File: src/rtl/uept_pkg.sv
package uept_pkg;

   localparam int CAPTURE_BITS = 16;
   localparam int COUNT_BITS_DEF = 16;
   localparam int WIDTH_BITS = 18;
   localparam int PERIOD_BITS = 17;
   localparam int LIMIT_BITS = 2;
   localparam int DIST_BITS = 19;
   localparam int CSR_INDEX_BITS = 2;
   localparam int CSR_DATA_BITS = 18;

   // width * 17 fits in 23 bits; dividing by ten is a multiply by
   // ceil(2^27 / 10) followed by a 27-bit right shift, exact for 23-bit values.
   localparam int SCALED_BITS = 23;
   localparam int RECIP_BITS = 24;
   localparam int DIST_SHIFT = 27;
   localparam logic [RECIP_BITS-1:0] DIST_RECIP = 24'd13421773;

   localparam logic [1:0] OP_OVERFLOW = 2'd0;
   localparam logic [1:0] OP_RISE = 2'd1;
   localparam logic [1:0] OP_FALL = 2'd2;
   localparam logic [1:0] OP_IDLE = 2'd3;

   localparam logic [1:0] STATUS_NONE = 2'd0;
   localparam logic [1:0] STATUS_RANGE = 2'd1;
   localparam logic [1:0] STATUS_VALID = 2'd2;

   localparam logic [CSR_INDEX_BITS-1:0] CSR_TIMER_PERIOD = 2'd0;
   localparam logic [CSR_INDEX_BITS-1:0] CSR_RANGE_LIMIT = 2'd1;
   localparam logic [CSR_INDEX_BITS-1:0] CSR_OVERFLOW_LIMIT = 2'd2;

   localparam logic [PERIOD_BITS-1:0] TIMER_PERIOD_RST = 17'd65536;
   localparam logic [WIDTH_BITS-1:0] RANGE_LIMIT_RST = 18'd38000;
   localparam logic [LIMIT_BITS-1:0] OVERFLOW_LIMIT_RST = 2'd2;

   typedef struct packed {
      logic [1:0]              opcode;
      logic [CAPTURE_BITS-1:0] capture_count;
   } req_type;

   typedef struct packed {
      logic [WIDTH_BITS-1:0] echo_width;
      logic [1:0]            distance_status;
      logic [DIST_BITS-1:0]  distance_centi_cm;
      logic                  armed;
   } rsp_type;

   // Measurement state as it stands after the latest transfer.
   typedef struct packed {
      logic [WIDTH_BITS-1:0] width;
      logic                  armed;
   } snap_type;

endpackage

File: src/rtl/uept_result.sv
module uept_result (
   input  logic                           clock,
   input  logic                           reset,
   input  logic                           snap_valid,
   output logic                           snap_stall,
   input  uept_pkg::snap_type             snap,
   input  logic [uept_pkg::WIDTH_BITS-1:0] range_limit,
   output logic                           rsp_valid,
   input  logic                           rsp_stall,
   output uept_pkg::rsp_type              rsp_data
);
   import uept_pkg::*;

   logic                    s2_valid_ff;
   logic                    s2_valid_in;
   logic [WIDTH_BITS-1:0]   s2_width_ff;
   logic [1:0]              s2_status_ff;
   logic [1:0]              status_in;
   logic [SCALED_BITS-1:0]  s2_scaled_ff;
   logic [SCALED_BITS-1:0]  scaled_in;
   logic                    s2_armed_ff;
   logic                    rsp_valid_ff;
   logic                    rsp_valid_in;
   rsp_type                 rsp_data_ff;
   rsp_type                 rsp_data_in;
   logic [SCALED_BITS+RECIP_BITS-1:0] dist_prod;
   logic                    out_move;
   logic                    s2_move;

   assign out_move = !rsp_valid_ff || !rsp_stall;
   assign s2_move = !s2_valid_ff || out_move;
   assign snap_stall = !s2_move;

   always_comb begin
      if (snap.width == '0) begin
         status_in = STATUS_NONE;
      end else if (snap.width > range_limit) begin
         status_in = STATUS_RANGE;
      end else begin
         status_in = STATUS_VALID;
      end
      scaled_in = (SCALED_BITS'(snap.width) << 4) + SCALED_BITS'(snap.width);
      s2_valid_in = s2_move ? snap_valid : s2_valid_ff;
   end

   always_comb begin
      dist_prod = (SCALED_BITS+RECIP_BITS)'(s2_scaled_ff)
                * (SCALED_BITS+RECIP_BITS)'(DIST_RECIP);
      rsp_data_in.echo_width = s2_width_ff;
      rsp_data_in.distance_status = s2_status_ff;
      rsp_data_in.armed = s2_armed_ff;
      if (s2_status_ff == STATUS_VALID) begin
         rsp_data_in.distance_centi_cm = dist_prod[DIST_SHIFT +: DIST_BITS];
      end else begin
         rsp_data_in.distance_centi_cm = '0;
      end
      rsp_valid_in = out_move ? s2_valid_ff : rsp_valid_ff;
   end

   always_ff @(posedge clock) begin
      if (reset) begin
         s2_valid_ff <= 1'b0;
         rsp_valid_ff <= 1'b0;
      end else begin
         s2_valid_ff <= s2_valid_in;
         rsp_valid_ff <= rsp_valid_in;
      end
   end

   always_ff @(posedge clock) begin
      if (s2_move && snap_valid) begin
         s2_width_ff <= snap.width;
         s2_status_ff <= status_in;
         s2_scaled_ff <= scaled_in;
         s2_armed_ff <= snap.armed;
      end
      if (out_move && s2_valid_ff) begin
         rsp_data_ff <= rsp_data_in;
      end
   end

   assign rsp_valid = rsp_valid_ff;
   assign rsp_data = rsp_data_ff;

   a_none_iff_zero: assert property (@(posedge clock) disable iff (reset)
      rsp_valid_ff |-> ((rsp_data_ff.echo_width == '0)
                        == (rsp_data_ff.distance_status == STATUS_NONE)))
      else $error("status none does not match a zero width");

   a_dist_only_valid: assert property (@(posedge clock) disable iff (reset)
      rsp_valid_ff && (rsp_data_ff.distance_status != STATUS_VALID)
      |-> (rsp_data_ff.distance_centi_cm == '0))
      else $error("distance reported without a valid status");

   a_valid_in_range: assert property (@(posedge clock) disable iff (reset)
      rsp_valid_ff && (rsp_data_ff.distance_status == STATUS_VALID)
      |-> (rsp_data_ff.echo_width <= range_limit))
      else $error("valid status on a width beyond the range limit");

endmodule

File: src/rtl/ultrasonic_echo_pulse_timer_unit.sv
// rsp_valid rises once the event transfer on req has passed the state registers,
// the s2 stage registers and the output register.
// Throughput: one event per cycle unless req_stall; the result path holds up
// to three items, so two more events are taken while a result waits on rsp_stall.
// Reset (synchronous) clears the measurement state and the pipeline and
// loads the register defaults: period 65536, range limit 38000, overflow limit 2.
module ultrasonic_echo_pulse_timer_unit #(
   parameter int COUNT_BITS = uept_pkg::COUNT_BITS_DEF
) (
   input  logic                               clock,
   input  logic                               reset,
   input  logic                               req_valid,
   output logic                               req_stall,
   input  uept_pkg::req_type                  req_data,
   output logic                               rsp_valid,
   input  logic                               rsp_stall,
   output uept_pkg::rsp_type                  rsp_data,
   input  logic                               csr_wr_en,
   input  logic [uept_pkg::CSR_INDEX_BITS-1:0] csr_index,
   input  logic [uept_pkg::CSR_DATA_BITS-1:0]  csr_wdata
);
   import uept_pkg::*;

   localparam int CapBits = (COUNT_BITS < CAPTURE_BITS) ? COUNT_BITS : CAPTURE_BITS;

   logic [PERIOD_BITS-1:0] timer_period_ff;
   logic [WIDTH_BITS-1:0]  range_limit_ff;
   logic [LIMIT_BITS-1:0]  overflow_limit_ff;

   logic                   busy_ff;
   logic                   busy_in;
   logic [LIMIT_BITS-1:0]  ovf_ff;
   logic [LIMIT_BITS-1:0]  ovf_in;
   logic [CapBits-1:0]     rise_ff;
   logic [CapBits-1:0]     rise_in;
   logic [WIDTH_BITS-1:0]  width_ff;
   logic [WIDTH_BITS-1:0]  width_in;
   logic                   snap_valid_ff;
   logic                   snap_valid_in;

   logic                   snap_stall;
   logic                   req_accept;
   logic [CapBits-1:0]     cap;
   logic [LIMIT_BITS:0]    ovf_next;
   logic [WIDTH_BITS:0]    ovf_span;
   logic [WIDTH_BITS-1:0]  fall_width;
   snap_type               snap;

   assign req_stall = snap_valid_ff && snap_stall;
   assign req_accept = req_valid && !req_stall;
   assign cap = req_data.capture_count[CapBits-1:0];

   always_ff @(posedge clock) begin
      if (reset) begin
         timer_period_ff <= TIMER_PERIOD_RST;
         range_limit_ff <= RANGE_LIMIT_RST;
         overflow_limit_ff <= OVERFLOW_LIMIT_RST;
      end else if (csr_wr_en) begin
         case (csr_index)
            CSR_TIMER_PERIOD: begin
               timer_period_ff <= csr_wdata[PERIOD_BITS-1:0];
            end
            CSR_RANGE_LIMIT: begin
               range_limit_ff <= csr_wdata[WIDTH_BITS-1:0];
            end
            CSR_OVERFLOW_LIMIT: begin
               overflow_limit_ff <= csr_wdata[LIMIT_BITS-1:0];
            end
            default: begin
            end
         endcase
      end
   end

   always_comb begin
      ovf_next = {1'b0, ovf_ff} + (LIMIT_BITS+1)'(busy_ff);
      // The width is kept modulo 2^18, so only the low bits of the span matter.
      ovf_span = (WIDTH_BITS+1)'(ovf_ff) * (WIDTH_BITS+1)'(timer_period_ff);
      fall_width = ovf_span[WIDTH_BITS-1:0] + WIDTH_BITS'(cap) - WIDTH_BITS'(rise_ff);
   end

   always_comb begin
      busy_in = busy_ff;
      ovf_in = ovf_ff;
      rise_in = rise_ff;
      width_in = width_ff;
      if (req_accept) begin
         case (req_data.opcode)
            OP_OVERFLOW: begin
               if (ovf_next > {1'b0, overflow_limit_ff}) begin
                  busy_in = 1'b0;
                  ovf_in = '0;
                  rise_in = '0;
                  width_in = '0;
               end else begin
                  ovf_in = ovf_next[LIMIT_BITS-1:0];
               end
            end
            OP_RISE: begin
               rise_in = cap;
               busy_in = 1'b1;
            end
            OP_FALL: begin
               if (busy_ff) begin
                  width_in = fall_width;
                  busy_in = 1'b0;
                  ovf_in = '0;
               end else begin
                  busy_in = 1'b0;
                  ovf_in = '0;
                  rise_in = '0;
                  width_in = '0;
               end
            end
            default: begin
            end
         endcase
      end
      if (req_accept) begin
         snap_valid_in = 1'b1;
      end else begin
         snap_valid_in = snap_valid_ff && snap_stall;
      end
   end

   always_ff @(posedge clock) begin
      if (reset) begin
         busy_ff <= 1'b0;
         ovf_ff <= '0;
         rise_ff <= '0;
         width_ff <= '0;
         snap_valid_ff <= 1'b0;
      end else begin
         busy_ff <= busy_in;
         ovf_ff <= ovf_in;
         rise_ff <= rise_in;
         width_ff <= width_in;
         snap_valid_ff <= snap_valid_in;
      end
   end

   // The state registers hold still while their snapshot is stalled, since
   // no new transfer can be taken then.
   assign snap.width = width_ff;
   assign snap.armed = busy_ff;

   uept_result u_result (
      .clock       (clock),
      .reset       (reset),
      .snap_valid  (snap_valid_ff),
      .snap_stall  (snap_stall),
      .snap        (snap),
      .range_limit (range_limit_ff),
      .rsp_valid   (rsp_valid),
      .rsp_stall   (rsp_stall),
      .rsp_data    (rsp_data)
   );

   a_idle_no_ovf: assert property (@(posedge clock) disable iff (reset)
      !busy_ff |-> (ovf_ff == '0))
      else $error("overflow count held while not armed");

   a_fall_disarms: assert property (@(posedge clock) disable iff (reset)
      req_accept && (req_data.opcode == OP_FALL) |=> !busy_ff && (ovf_ff == '0))
      else $error("falling edge left the measurement armed");

   a_rise_arms: assert property (@(posedge clock) disable iff (reset)
      req_accept && (req_data.opcode == OP_RISE)
      |=> busy_ff && (rise_ff == $past(req_data.capture_count[CapBits-1:0])))
      else $error("rising edge did not arm with its capture count");

endmodule

File: config.mk
export PLATFORM = sky130hd
export DESIGN_NAME = ultrasonic_echo_pulse_timer_unit
export DESIGN_NICKNAME = d
export VERILOG_FILES = /design/src/rtl/uept_pkg.sv /design/src/rtl/uept_result.sv /design/src/rtl/ultrasonic_echo_pulse_timer_unit.sv
export SDC_FILE = /design/constraint.sdc
export NUM_CORES = 1
export LEC_CHECK = 0
export BUFFER_PORTS_ARGS = -buffer_cell sky130_fd_sc_hd__buf_4
export CAP_MARGIN = 5
export CORE_AREA = 2 2 204 206
export DETAILED_ROUTE_END_ITERATION = 12
export DIE_AREA = 0 0 206 208
export PLACE_DENSITY = 0.59
export SETUP_SLACK_MARGIN = 0.5
export SLEW_MARGIN = 40
export SYNTH_ARGS = -nofsm -noshare
export SYNTH_HDL_FRONTEND = slang
export SYNTH_SLANG_ARGS = --single-unit
File: constraint.sdc
create_clock -name clock -period 12.63 [get_ports clock]
set_input_delay 3.789 -clock clock [delete_from_list [all_inputs] [get_ports clock]]
set_output_delay 3.789 -clock clock [all_outputs]
set_load 0.05 [all_outputs]
# Word-level counts from Yosys, hierarchy flattened
# Index checks and enable logic that the tools add are counted.
# W data, S select, Z words.
# op_classes
addsub	4
muxes	12
n_reduce_logical	23
n_eq_ne	7
order_cmp	2
n_mul	2
# ops
op	count
$pmux W16 S3	1
$mul A23 B24 Y46 const B	1
$mux W18	2
$pmux W18 S2	1
$mux W16	2
$add A22 B18 Y23	1
$add A18 B16 Y18	1
$gt A18 B18 Y1	1
$logic_not A18 Y1	1
$mul A2 B17 Y18	1
$sub A18 B16 Y18	1
$reduce_and A2 Y1	4
$eq A2 B2 Y1 const B	3
$reduce_and A3 Y1	2
$logic_not A1 Y1	5
$eq A2 B1 Y1 const B	2
$logic_and A1 B1 Y1	4
$logic_not A2 Y1	2
$mux W2	2
$ne A2 B2 Y1 const B	2
$pmux W2 S2	1
$reduce_and A4 Y1	1
$add A2 B1 Y3	1
$gt A3 B2 Y1	1
5 further kinds	7
# word_totals
inputBits	43
ff_bits	161
out_inout_bits	42
elab_cells	68

# Depth between registers and ports, before layout
# depth
ltp_word	8
depth_mapped	24
ltp_nobuf	24

# Modules after synthesis
# From an unflattened synthesis, not the netlist that was laid out.
# hier_totals
cells_unflattened	1682
area_unflattened_um2	16208.0
# by_module_without_submodules
mod	seq_area_each_um2	area_each_um2	n_inst	cells_each
uept_result	2442.3	11360.9	1	1086
ultrasonic_echo_pulse_timer_unit	1501.4	4847.1	1	596

# Worst setup path before layout
# Ideal clock, no wire load.
# synth_timing
kind	input to output
start	in rsp_stall
end	out req_stall
stages	2
setup_slack_ns	4.571
arrival_time_ns	4.270
path_cell_list	nand4_2 inv_1
# synth_between
elab_chain_cells	5
# synth_rtl
item	line	rtl
start, declared	ultrasonic_echo_pulse_timer_unit.sv:16	input logic rsp_stall,
$logic_not A1 Y1	uept_result.sv:30	assign out_move = !rsp_valid_ff || !rsp_stall;
$logic_or A1 B1 Y1	uept_result.sv:30	
$logic_or A1 B1 Y1	uept_result.sv:31	assign s2_move = !s2_valid_ff || out_move;
$logic_not A1 Y1	uept_result.sv:32	assign snap_stall = !s2_move;
$logic_and A1 B1 Y1	ultrasonic_echo_pulse_timer_unit.sv:49	assign req_stall = snap_valid_ff && snap_stall;
end, declared	ultrasonic_echo_pulse_timer_unit.sv:13	output logic req_stall,
# Every way passes these cells.

# Final worst setup path
# Same ends and word-level chain as after synthesis.

==> run summary <==
After layout, the worst path uses 64.4% of the clock period. The worst hold margin came out at 0.429 ns. The mean routed wirelength per cell is 16.0 µm.

The maximum fanout along the worst path is 4. The area share of the largest cell type after synthesis is 21.9%. The length of routed met3 wiring came out at 1.20 mm. The core area is 40600 µm².

In the post-synthesis netlist, the biggest area contributors are fa_1, ha_1, edfxtp_1. In this run the tool buffered the top-level ports with 84 buffer cells. The number of optimization iterations in the first detailed-route pass is 4. After detailed routing, no signal wire sits above met4.

By instance count, the cell type seen most on the critical path is buf_4. The die span in x is between 200 and 250 µm. The number of antenna violations at the first check in global routing came out at 0.

The static power due to leakage is 8.68 nW. The total length of routed met2 wires is 18.2 mm. The worst-skew pair later-pin latency came out at about 0.46 ns. The signed area change from the synthesized netlist to the final layout came out at 11.0%.

The type of origin of the critical path is an input pin. The net count reported at finish is between 2000 and 2500. The final sum of negative setup slack is 0 ns. The count of max-cap constraint violations came out at 0.

Among all flip-flop cells after synthesis, the most frequent one is edfxtp_1. The run finished with clean final reports. The full die area is 42800 µm². The fraction of the yosys area taken by sequential cells came out at around 24%.

The largest vdd supply drop came out at 107 µV. Buffers inserted during clock tree synthesis total 17. The number of gates resized after cts is 0.

Global routing used 18.1% of the available tracks. The average vias per placed instance is about 5. The largest single stage delay on the critical path is 0.19 ns. The adder-cell share of the synthesized area came out at 41.5%. Summing all non-filler instances in the final layout gives an area of 17900 µm². The min-delay analysis places its worst path in the category register to register. The number of enable flip-flop cells after synthesis came out at 80. The data required time of the worst path is 8.84 ns. Measured against the total synthesized area, the mux share comes to 0.435%. The post-synth design cell area came out at 16100 µm². The clock root buffer is clkbuf_16. In this run the power spent charging and discharging nets is 1.23 mW.

STA classifies the critical path endpoint as a primary output. The final setup violation count is 0. In this run the power density over the cells is 153 nW/µm². The first routing iteration left 452 violations. The share of the synthesized area in compound gates (AO/OA/AOI/OAI) came out at 10.9%. The post-synthesis net count came out at roughly 2100.

The gate count after technology mapping is 1676. The share of total power in combinational logic came out at 60.2%. The wire length of the first global-routing pass is around 60 mm.

The xor-xnor portion of the synthesized cell area is 1.74%. The number of antenna diodes came out at 0. For this configuration, the core starts out at a cell density of 39.7%. The kind of critical path is input pin to primary output. The number of clock sinks came out at 157. The time the final worst path needs with I/O delays and setup is 8.14 ns. The post-synthesis simple-gate area fraction is 12.1%. Cell internal power was estimated by the tool at 1.50 mW.

The peak clock frequency supported by timing came out at 0.123 GHz. Entering global routing, the biggest net connects 73 pins. The clock network fraction of total power is 18.9%. The number of placement rows is 74. The sum of routed wire segments on met1 came out at roughly 17 mm. Setup repair after global routing left no endpoint under its margin. The leftover overflow at the end of global routing came out at 0.

The signal on the critical path passes through buf_4 > nand4_2 > inv_1 > buf_4. The number of remaining DRC errors came out at 0. The number of library cell types mapped by synthesis came out at 75. The buffer count from post-CTS setup fixing came out at 0. For the worst setup path, the data arrival time is 4.35 ns. The flop and latch count out of synthesis is 157. Among all stages on the critical path, the largest delay is contributed by buf_4.

The setup clock skew after layout came out at 0.0159 ns. The slew at the pin closest to its max-slew limit came out at 0.810 ns. The final weighted congestion in routability-driven placement came out at 0.872. Averaged over all synthesized cells, the footprint is 9.61 µm². Sorting the synthesized cells by how often they occur yields inv_1, ha_1, fa_1. After clock tree synthesis, the clock-pin slew on the worst setup and hold paths is 0.07 ns. The height of the chip is around 210 µm. The maximum level of the CTS H-tree is 4. The async set-or-reset flop fraction in the synthesized netlist is 0%.

The total I/O pin count is 85. The number of global-route vias before repair is 11925. In the final layout, the share of cells above drive strength 1 is 8.13%. The number of buffers on the longest clock path is 2. The number of endpoints with negative hold slack in the final report came out at 0. The count of hold-fix buffers inserted at cts is 0. The residual antenna-violating net count after detailed routing came out at 0. The share of total power in sequential cells came out at 20.9%. After synthesis, the largest family of logic cells by area is adder cells. The sum of routed wire length over all layers is ~37 mm. The final max-slew violation count came out at 0. The final HPWL from detailed placement came out at 30.8 mm. Detailed routing inserted a total of 11361 vias. TritonCTS built the clock tree. Net switching is 44.9% of the power. The count of synthesis-stage warnings from yosys came out at 0. The relative max-transition margin is 45.9%. Once placement finished, the instance area stood at 17300 µm². Summed over all instances, the cell type with the most area after synthesis is fa_1. The most used standard cell by instance count after synthesis is inv_1.
## per-layer routing
layer / track usage, % / up-vias
li1: - / 5720
met2: 31.7 / 201
met1: 23.0 / 5405
met5: 0 / -
met4: 5.10 / 0
met3: 2.73 / 35
## cells by family after synthesis
logic type,Yosys count
compound gates,267
simple gates,409
fa+ha+maj,429
buf+inv,375
xor+xnor,32
flops,157
mux,7
## state kept, by name, indices dropped and copies added (netlist names), 2 cells and up
| name | cells |
|---|---|
| overflow_limit_ff | 2 |
| ovf_ff | 2 |
| range_limit_ff | 18 |
| rise_ff | 16 |
| timer_period_ff | 17 |
| u_result.rsp_data | 40 |
| u_result.s2_scaled_ff | 23 |
| u_result.s2_status_ff | 2 |
| u_result.s2_width_ff | 14 |
| width_ff | 18 |
## through the flow
step                      cells  util [%]  setup slack [ns]  total power, mW
after floorplan            1676         -              4.57             1.85
after global placement     2258      42.6              4.51             2.20
after detailed placement   2258      42.6              4.49             2.22
after CTS                  2290      44.1              4.49             2.75
after global routing       2290      44.1              4.44             3.03
final                      2290      44.1              4.49             2.73
## final timing paths
check	startpoint	end	slack (ns)	cells after the start
worst min-delay path	u_result.s2_width_ff[6]	u_result.rsp_data[28]	0.43	0
worst min register to register	u_result.s2_width_ff[6]	u_result.rsp_data[28]	0.43	0
worst max-delay path	rsp_stall	req_stall	4.49	4
worst max register to register	u_result.s2_scaled_ff[14]	u_result.rsp_data[13]	5.72	20
## worst max-delay path, delay by kind of cell
kind | cells | cell delay (ns)
simple gates | 1 | 0.15
buf+inv | 3 | 0.40
## layout make-up
type / count / area (µm²)
fill: 3981 / 22700
clock buffer: 21 / 483
multi-input combinational: 1144 / 10800
sequential: 157 / 3940
clock inverter: 11 / 98.8
inverter: 335 / 1260
timing repair buffer: 90 / 676
tap: 532 / 666
## power groups by stage
stage | clock network, mW | registers (mW) | logic [mW]
2_1_floorplan | 0 | 0.607 | 1.24
3_3_place_gp | 0 | 0.583 | 1.61
3_5_place_dp | 0 | 0.583 | 1.63
4_1_cts | 0.531 | 0.572 | 1.65
5_1_grt | 0.556 | 0.573 | 1.90
6_report | 0.517 | 0.572 | 1.64
## placed cells by master, fill, tap and decap left out, drive strengths merged, types with 17 or more instances in the layout
| cell | count |
|---|---|
| a21o | 31 |
| nor2 | 71 |
| a21oi | 100 |
| xnor2 | 26 |
| and3 | 17 |
| nand4 | 18 |
| nor3 | 24 |
| dfxtp | 77 |
| inv | 342 |
| edfxtp | 80 |
| buf | 90 |
| nand3 | 43 |
| nand2 | 164 |
| ha | 253 |
| clkbuf | 21 |
| o21ai | 39 |
| fa | 176 |
(Power assumes the default switching activity.)
